**src/rntc_pkg.sv**
```systemverilog
// shared types, constants and table functions of the token checker
package rntc_pkg;

  localparam int CHAR_W  = 16;
  localparam int SUM_W   = 24;
  localparam int COUNT_W = 32;
  localparam int POS_W   = 5;
  localparam int Q_W     = 20;
  localparam int OUT_W   = 40;

  // character index limits
  localparam logic [POS_W-1:0] POS_LIMIT        = 5'd27;
  localparam logic [POS_W-1:0] CHECK_IDX_NEAR   = 5'd13;
  localparam logic [POS_W-1:0] CHECK_IDX_SPREAD = 5'd26;
  localparam logic [POS_W-1:0] SEP_IDX_NEAR     = 5'd6;
  localparam logic [POS_W-1:0] SEP_IDX_MID      = 5'd12;
  localparam logic [POS_W-1:0] SEP_IDX_LAST     = 5'd25;

  // character codes
  localparam logic [CHAR_W-1:0] DASH_CODE = 16'd45;
  localparam logic [CHAR_W-1:0] ZERO_CODE = 16'd48;

  // reciprocal of 11 scaled by 2^27, exact for dividends below 2^25
  localparam int RECIP_SHIFT = 27;
  localparam logic [SUM_W-1:0] RECIP_11 = 24'd12201612;

  typedef enum logic [1:0] {
    MODE_OFF     = 2'd0,
    MODE_DASH    = 2'd1,
    MODE_SPECIAL = 2'd2,
    MODE_SPREAD  = 2'd3
  } mode_t;

  // finished token handed to the check stage
  typedef struct packed {
    logic [SUM_W-1:0]  sum;
    logic [CHAR_W-1:0] check_char;
    logic              eligible;
  } fin_t;

  // code from 33 up that is neither a digit nor a letter
  function automatic logic is_special(logic [CHAR_W-1:0] c);
    logic res;
    res = 1'b1;
    if (c < 16'd33) res = 1'b0;
    if (c > 16'd47 && c < 16'd58) res = 1'b0;
    if (c > 16'd64 && c < 16'd91) res = 1'b0;
    if (c > 16'd96 && c < 16'd123) res = 1'b0;
    return res;
  endfunction

  // digit weight for a character index under a mode
  function automatic logic [3:0] weight(mode_t m, logic [POS_W-1:0] idx);
    logic [3:0] w;
    w = 4'd0;
    if (m == MODE_DASH || m == MODE_SPECIAL) begin
      case (idx)
        5'd0:  w = 4'd2;
        5'd1:  w = 4'd3;
        5'd2:  w = 4'd4;
        5'd3:  w = 4'd5;
        5'd4:  w = 4'd6;
        5'd5:  w = 4'd7;
        5'd7:  w = 4'd8;
        5'd8:  w = 4'd9;
        5'd9:  w = 4'd2;
        5'd10: w = 4'd3;
        5'd11: w = 4'd4;
        5'd12: w = 4'd5;
        default: w = 4'd0;
      endcase
    end else if (m == MODE_SPREAD) begin
      case (idx)
        5'd0:  w = 4'd2;
        5'd2:  w = 4'd3;
        5'd4:  w = 4'd4;
        5'd6:  w = 4'd5;
        5'd8:  w = 4'd6;
        5'd10: w = 4'd7;
        5'd14: w = 4'd8;
        5'd16: w = 4'd9;
        5'd18: w = 4'd2;
        5'd20: w = 4'd3;
        5'd22: w = 4'd4;
        5'd24: w = 4'd5;
        default: w = 4'd0;
      endcase
    end
    return w;
  endfunction

  // expected check digit (11 - rem) % 10 from the remainder magnitude and sign
  function automatic logic [3:0] expect_digit(logic neg, logic [3:0] r);
    logic [3:0] d;
    if (neg) begin
      case (r)
        4'd9:    d = 4'd0;
        4'd10:   d = 4'd1;
        default: d = 4'(r + 4'd1);
      endcase
    end else begin
      case (r)
        4'd0:    d = 4'd1;
        4'd1:    d = 4'd0;
        default: d = 4'(4'd11 - r);
      endcase
    end
    return d;
  endfunction

endpackage

```
**src/rntc_token_acc.sv**
```systemverilog
// input register, per-token accumulation and finished-token register
module rntc_token_acc (
  input  logic                          clk,
  input  logic                          rst,
  input  rntc_pkg::mode_t               mode,
  input  logic                          in_valid,
  output logic                          in_ready,
  input  logic [rntc_pkg::CHAR_W-1:0]   in_char,
  input  logic                          in_last,
  output logic                          fin_valid,
  input  logic                          fin_ready,
  output rntc_pkg::fin_t                fin
);

  // input register
  logic                        s1_v;
  logic [rntc_pkg::CHAR_W-1:0] s1_char;
  logic                        s1_last;

  // token state
  logic [rntc_pkg::POS_W-1:0]  position;
  logic [rntc_pkg::SUM_W-1:0]  weighted_sum;
  logic                        separators_ok;
  logic [rntc_pkg::CHAR_W-1:0] check_char;

  logic [rntc_pkg::POS_W-1:0]  position_next;
  logic [rntc_pkg::SUM_W-1:0]  weighted_sum_next;
  logic                        separators_ok_next;
  logic [rntc_pkg::CHAR_W-1:0] check_char_next;

  logic                        fin_go;
  logic                        s1_adv;
  logic [rntc_pkg::POS_W-1:0]  check_idx;
  logic [3:0]                  w;
  logic signed [16:0]          digit_val;
  logic signed [21:0]          prod;
  logic                        sep_fail;

  // handshake between stages
  assign fin_go   = !fin_valid || fin_ready;
  assign s1_adv   = s1_v && (!s1_last || fin_go);
  assign in_ready = !s1_v || s1_adv;

  always_ff @(posedge clk) begin
    if (rst) begin
      s1_v <= 1'b0;
    end else if (in_ready) begin
      s1_v <= in_valid;
    end
    if (in_ready) begin
      s1_char <= in_char;
      s1_last <= in_last;
    end
  end

  // weigh the character, test separators and form the next token state
  always_comb begin
    check_idx = (mode == rntc_pkg::MODE_SPREAD) ? rntc_pkg::CHECK_IDX_SPREAD
                                                : rntc_pkg::CHECK_IDX_NEAR;
    w         = rntc_pkg::weight(mode, position);
    digit_val = $signed({1'b0, s1_char}) - 17'sd48;
    prod      = digit_val * $signed({1'b0, w});
    sep_fail  = 1'b0;
    unique case (mode)
      rntc_pkg::MODE_DASH:
        sep_fail = (position == rntc_pkg::SEP_IDX_NEAR) && (s1_char != rntc_pkg::DASH_CODE);
      rntc_pkg::MODE_SPECIAL:
        sep_fail = (position == rntc_pkg::SEP_IDX_NEAR) && !rntc_pkg::is_special(s1_char);
      rntc_pkg::MODE_SPREAD:
        sep_fail = ((position[0] && position <= rntc_pkg::SEP_IDX_LAST) ||
                    position == rntc_pkg::SEP_IDX_MID) && !rntc_pkg::is_special(s1_char);
      default:
        sep_fail = 1'b0;
    endcase

    position_next      = position;
    weighted_sum_next  = weighted_sum;
    separators_ok_next = separators_ok;
    check_char_next    = check_char;
    if (position < rntc_pkg::POS_LIMIT) begin
      weighted_sum_next  = weighted_sum + {{2{prod[21]}}, prod};
      separators_ok_next = separators_ok && !sep_fail;
      if (position == check_idx && mode != rntc_pkg::MODE_OFF) begin
        check_char_next = s1_char;
      end
      position_next = position + 5'd1;
    end
  end

  // token state update, cleared after the last character
  always_ff @(posedge clk) begin
    if (rst) begin
      position      <= '0;
      weighted_sum  <= '0;
      separators_ok <= 1'b1;
      check_char    <= '0;
    end else if (s1_adv) begin
      if (s1_last) begin
        position      <= '0;
        weighted_sum  <= '0;
        separators_ok <= 1'b1;
        check_char    <= '0;
      end else begin
        position      <= position_next;
        weighted_sum  <= weighted_sum_next;
        separators_ok <= separators_ok_next;
        check_char    <= check_char_next;
      end
    end
  end

  // finished-token register
  always_ff @(posedge clk) begin
    if (rst) begin
      fin_valid <= 1'b0;
    end else if (fin_go) begin
      fin_valid <= s1_v && s1_last;
    end
    if (fin_go) begin
      fin.sum        <= weighted_sum_next;
      fin.check_char <= check_char_next;
      fin.eligible   <= (mode != rntc_pkg::MODE_OFF) && (position >= check_idx) &&
                        separators_ok_next;
    end
  end

endmodule

```
**src/rntc_check.sv**
```systemverilog
// mod-11 reduction, check digit compare, match counter and result register
module rntc_check (
  input  logic                          clk,
  input  logic                          rst,
  input  logic                          fin_valid,
  output logic                          fin_ready,
  input  rntc_pkg::fin_t                fin,
  output logic                          out_valid,
  input  logic                          out_ready,
  output logic                          out_matched,
  output logic [rntc_pkg::COUNT_W-1:0]  out_count
);

  // quotient stage
  logic                        s3_v;
  logic [rntc_pkg::SUM_W-1:0]  s3_abs;
  logic [rntc_pkg::Q_W-1:0]    s3_q;
  logic                        s3_neg;
  logic                        s3_eligible;
  logic [rntc_pkg::CHAR_W-1:0] s3_check_char;

  logic [rntc_pkg::COUNT_W-1:0] match_count;
  logic [rntc_pkg::COUNT_W-1:0] match_count_next;

  logic                          s3_go;
  logic                          out_free;
  logic [rntc_pkg::SUM_W-1:0]    abs_val;
  logic [2*rntc_pkg::SUM_W-1:0]  qprod;
  logic [rntc_pkg::SUM_W-1:0]    q_ext;
  logic [rntc_pkg::SUM_W-1:0]    q11;
  logic [rntc_pkg::SUM_W-1:0]    rdiff;
  logic [3:0]                    expect_d;
  logic                          matched;

  assign out_free  = !out_valid || out_ready;
  assign s3_go     = !s3_v || out_free;
  assign fin_ready = s3_go;

  // magnitude of the signed sum and its quotient by 11
  always_comb begin
    abs_val = fin.sum[rntc_pkg::SUM_W-1] ? (~fin.sum + 24'd1) : fin.sum;
    qprod   = {{rntc_pkg::SUM_W{1'b0}}, abs_val} *
              {{rntc_pkg::SUM_W{1'b0}}, rntc_pkg::RECIP_11};
  end

  always_ff @(posedge clk) begin
    if (rst) begin
      s3_v <= 1'b0;
    end else if (s3_go) begin
      s3_v <= fin_valid;
    end
    if (s3_go) begin
      s3_abs        <= abs_val;
      s3_q          <= qprod[rntc_pkg::RECIP_SHIFT +: rntc_pkg::Q_W];
      s3_neg        <= fin.sum[rntc_pkg::SUM_W-1];
      s3_eligible   <= fin.eligible;
      s3_check_char <= fin.check_char;
    end
  end

  // remainder, expected digit and saturating count
  always_comb begin
    q_ext    = {{(rntc_pkg::SUM_W-rntc_pkg::Q_W){1'b0}}, s3_q};
    q11      = (q_ext << 3) + (q_ext << 1) + q_ext;
    rdiff    = s3_abs - q11;
    expect_d = rntc_pkg::expect_digit(s3_neg, rdiff[3:0]);
    matched  = s3_eligible &&
               (s3_check_char == ({12'd0, expect_d} + rntc_pkg::ZERO_CODE));
    match_count_next = match_count;
    if (matched && match_count != '1) begin
      match_count_next = match_count + 32'd1;
    end
  end

  // result register
  always_ff @(posedge clk) begin
    if (rst) begin
      out_valid   <= 1'b0;
      match_count <= '0;
    end else if (out_free) begin
      out_valid <= s3_v;
      if (s3_v) begin
        match_count <= match_count_next;
      end
    end
    if (out_free) begin
      out_matched <= matched;
      out_count   <= match_count_next;
    end
  end

endmodule

```
**src/resident_number_token_checker_core.sv**
```systemverilog
// top level of the resident registration number token checker
//
//  channel | dir | handshake           | payload
//  --------+-----+---------------------+----------------------------------------
//  s_*     | in  | s_tvalid / s_tready | s_tdata: char_code; s_tlast: last_of_token
//  m_*     | out | m_tvalid / m_tready | m_tdata: matched, match_count
//  cfg_*   | in  | cfg_we              | cfg_wdata: mode
//
// one character is taken every cycle while the result side keeps up
// after its last-character transfer a result passes the input, finished-token, quotient and result registers
// (accumulate, quotient by reciprocal multiply, remainder and compare)
// reset sets mode to dash separator with a zero count
// a stalled result holds only the full stages; mid-token characters keep flowing
module resident_number_token_checker_core (
  input  logic        clk,
  input  logic        rst,
  input  logic        cfg_we,
  input  logic [1:0]  cfg_wdata,
  input  logic        s_tvalid,
  output logic        s_tready,
  input  logic [15:0] s_tdata,   // [15:0] char_code
  input  logic        s_tlast,   // last_of_token
  output logic        m_tvalid,
  input  logic        m_tready,
  output logic [rntc_pkg::OUT_W-1:0] m_tdata  // [0] matched, [32:1] match_count, [39:33] zero
);

  rntc_pkg::mode_t mode;

  logic                          fin_valid;
  logic                          fin_ready;
  rntc_pkg::fin_t                fin;
  logic                          out_matched;
  logic [rntc_pkg::COUNT_W-1:0]  out_count;

  // mode register
  always_ff @(posedge clk) begin
    if (rst) begin
      mode <= rntc_pkg::MODE_DASH;
    end else if (cfg_we) begin
      mode <= rntc_pkg::mode_t'(cfg_wdata);
    end
  end

  rntc_token_acc u_acc (
    .clk       (clk),
    .rst       (rst),
    .mode      (mode),
    .in_valid  (s_tvalid),
    .in_ready  (s_tready),
    .in_char   (s_tdata),
    .in_last   (s_tlast),
    .fin_valid (fin_valid),
    .fin_ready (fin_ready),
    .fin       (fin)
  );

  rntc_check u_check (
    .clk         (clk),
    .rst         (rst),
    .fin_valid   (fin_valid),
    .fin_ready   (fin_ready),
    .fin         (fin),
    .out_valid   (m_tvalid),
    .out_ready   (m_tready),
    .out_matched (out_matched),
    .out_count   (out_count)
  );

  // pack result fields
  assign m_tdata = {7'd0, out_count, out_matched};

endmodule

```
**config.mk**
```make
export PLATFORM = sky130hd
export DESIGN_NAME = resident_number_token_checker_core
export DESIGN_NICKNAME = d
export VERILOG_FILES = /design/src/rntc_pkg.sv /design/src/rntc_token_acc.sv /design/src/rntc_check.sv /design/src/resident_number_token_checker_core.sv
export SDC_FILE = /design/constraint.sdc
export NUM_CORES = 1
export LEC_CHECK = 0
export BUFFER_PORTS_ARGS = -buffer_cell sky130_fd_sc_hd__buf_4
export CORE_MARGIN = 2
export CORE_UTILIZATION = 28
export DETAILED_ROUTE_END_ITERATION = 12
export SETUP_SLACK_MARGIN = 0.5
export SKIP_LAST_GASP = 1
export SLEW_MARGIN = 20
export SYNTH_ARGS = -nofsm -noshare
export SYNTH_HDL_FRONTEND = slang
export SYNTH_SLANG_ARGS = --single-unit
```
**constraint.sdc**
```tcl
create_clock -name clk -period 7.7 [get_ports clk]
set_clock_uncertainty 0.15 [all_clocks]
set_input_delay 1.54 -clock clk [delete_from_list [all_inputs] [get_ports clk]]
set_output_delay 1.54 -clock clk [all_outputs]
set_load 0.005 [all_outputs]
```
==> results.toml <==
[status]
status = "completed"

[detailed_routing]
vias = 13800
firstDrtPassIters = 5
final_antenna_net_count = 0
dr.first_iter.drc_count = 645
post_drt_via_cell_ratio = 4.58
post_drt_wl_per_cell_um = 14.5
wl_mm = 43.9
drc = 0

[clocking]
numCtsBuffers = 25
cts_hold_buf = 0
root_buffer = "clkbuf_16"
clkTransAtPathRegs_ps = 60
clock_latency_ps = 530
cts_tree = "done"
clock_tree.buffer_depth = 3
clock_sinks = 209
htree_levels = 1

[place]
port_buffers = 58
dp.cells = 2937
place_area_um2 = 21100
dp_slack_ps = 5.33
hpwl_mm = 34.4
place_congestion = 0.873

[grt]
grtUsageMet3_pct = 0.823
grt_start_max_net_pins = 51
antenna_found_initial = 0
grtUsageMet2_pct = 22.0
overflow = 0
use_met1_pct = 15.9
grt_use_total_pct = 12.2
grt_pass1_wl_mm = 71.6
grt_pass1_vias = 14200
grt.busiest_layer = "met2"

[synth]
yosysMostFrequentCell = "inv_1"
synth_edf_count = 117
async_flop_share_pct = 0
synth_seq_cells = 209
synth_warnings = 0
ys_seq_area_share_pct = 27.8
ys_top_cells_by_count = "inv_1, ha_1, nor2_1"
synth_cell_type_count = 75
synth_flop_cell = "edfxtp_1"
synth_top_area_cell = "edfxtp_1"
synthesis.area_um2 = 19300
yosys.area.top_type_share_pct = 18.3
synthTopCellsByArea = "edfxtp_1, fa_1, ha_1"
syn_area_per_cell_um2 = 9.62
synthCells = 2001

[worst_setup_path]
start_kind = "flop"
cp.required_ps = 7840
crit_path_top_delay_cell = "fa_1"
crit_path_frequent_cell = "fa_1"
critPathMaxStageDelay_ps = 540
cp-end-kind = "flop"
crit_type = "flop to flop"
critical_path_arrival_ps = 7710
cp_max_fo = 3

[sta]
layout_setup_ws_ps = 129
max_freq_mhz = 132
fin_crit_sh_pct = 98.3
rsz0062_at_grt = "yes"
slew_headroom_pct = 40.1
setup_viol = 0
layout_min_cycle_time_ps = 7570
hold_violations = 0
worstMarginPinSlew_ps = 891
fin_tns_setup_ps = 0
final_max_slew_viol_count = 0

[die]
die-height_um = 266
start_util_pct = 28.2
rows = 96
die_w_um = 266
dieArea_um2 = 70900
core_area_um2 = 68300
ios = 66

[finish]
areaGrowthSynthToFinish_pct = 17.8
nets = 2558
instances_no_fill = 3025
diodes = 0
final_area_um2 = 22700
fillers = 6832
drive_above_1_share_pct = 14.7

[worst_hold_path]
hold_path_class = "flop to flop"

[run]
maxCapViolCount = 0
-- worst max-delay path: cells and delay by family, from the launching register on --
family | cells | cell delay (ps)
compound gates | 6 | 1180
xor+xnor | 1 | 190
simple gates | 5 | 1090
buf+inv | 11 | 880
fa+ha+maj | 8 | 3410
flops | 1 | 430
-- through the flow --
| step | hold WS, ps | util [%] |
|---|---|---|
| after floorplan | 250 | - |
| after global placement | 256 | 30.9 |
| final | 270 | 33.2 |
| after detailed placement | 256 | 30.9 |
| after CTS | 266 | 32.6 |
| after global routing | 274 | 33.2 |
-- cells by family after synthesis --
group / share of synthesized area, %
adder cells (fa/ha/maj): 33.2
other: 0.0195
multiplexers: 1.10
AO/OA/AOI/OAI: 9.34
buffers and inverters: 8.61
XOR/XNOR: 7.55
AND/OR/NAND/NOR: 12.4
flip-flops: 27.8
-- placed cells by master (no fill, tap or decap), types with 9 or more instances in the layout --
cell	instances
inv_1	357
ha_1	231
nor2_1	165
fa_1	164
buf_4	135
edfxtp_1	117
nand2_1	109
dfxtp_1	92
xnor2_1	90
a21oi_1	59
xor2_1	54
nand3_1	44
o21ai_0	44
a22oi_1	39
clkbuf_16	26
a21o_1	24
nor2b_1	21
nand2b_1	20
nor3_1	19
inv_2	18
and3_1	17
mux2_2	17
nand4_1	15
o21a_1	12
and2_1	11
or2_2	9
buf_6	9
-- sequential cells by signal, summed over array words and instances (netlist names), 2 cells and up, named ones only --
register               flops
u_check.match_count       32
u_acc.weighted_sum        24
u_check.s3_q               4
u_acc.fin                 41
u_acc.position             5
u_acc.s1_char             16
u_check.s3_abs             4
u_acc.check_char          16
u_check.s3_check_char     16
u_check.out_count         32
mode                       2
-- worst paths after layout --
path                 startpoint                  endpoint  slack (ps)  cells after the start
setup / recovery  u_acc.fin[21]           u_check.s3_q[0]         130                     31
hold / removal     u_acc.fin[1]  u_check.s3_check_char[0]         270                      0
setup reg to reg  u_acc.fin[21]           u_check.s3_q[0]         130                     31
hold reg to reg    u_acc.fin[1]  u_check.s3_check_char[0]         270                      0
-- routing by layer --
| layer | vias to the layer above | part of all wire, % |
|---|---|---|
| met1 | 6744 | 45 |
| met2 | 202 | 50 |
| met4 | 0 | 2.1 |
| met5 | - | 0 |
| met3 | 57 | 2.6 |
| li1 | 6838 | - |
-- what timing repair did --
action / 4_1_cts / 5_1_grt
gates resized for setup: 36 / 65
buffers inserted: 18 / 23
pin swaps: 48 / 35
setup endpoints to repair: 6 / 16
cloned: 0 / 1
endpoints found under the hold margin: 0 / 0
-- final cells by class --
type	count	area [µm²]	area share [%]
inverters	375	1410	6.21
flip-flops and latches	209	5360	23.6
multi-input cells	1365	12800	56.5
repair buffers	148	1170	5.18
clock buffers	36	708	3.12
clock inverters	10	116	0.513
well taps	882	1100	4.86
Power is not shown: default switching activity piles up to over one toggle a cycle in this logic, so the estimate is an artifact.
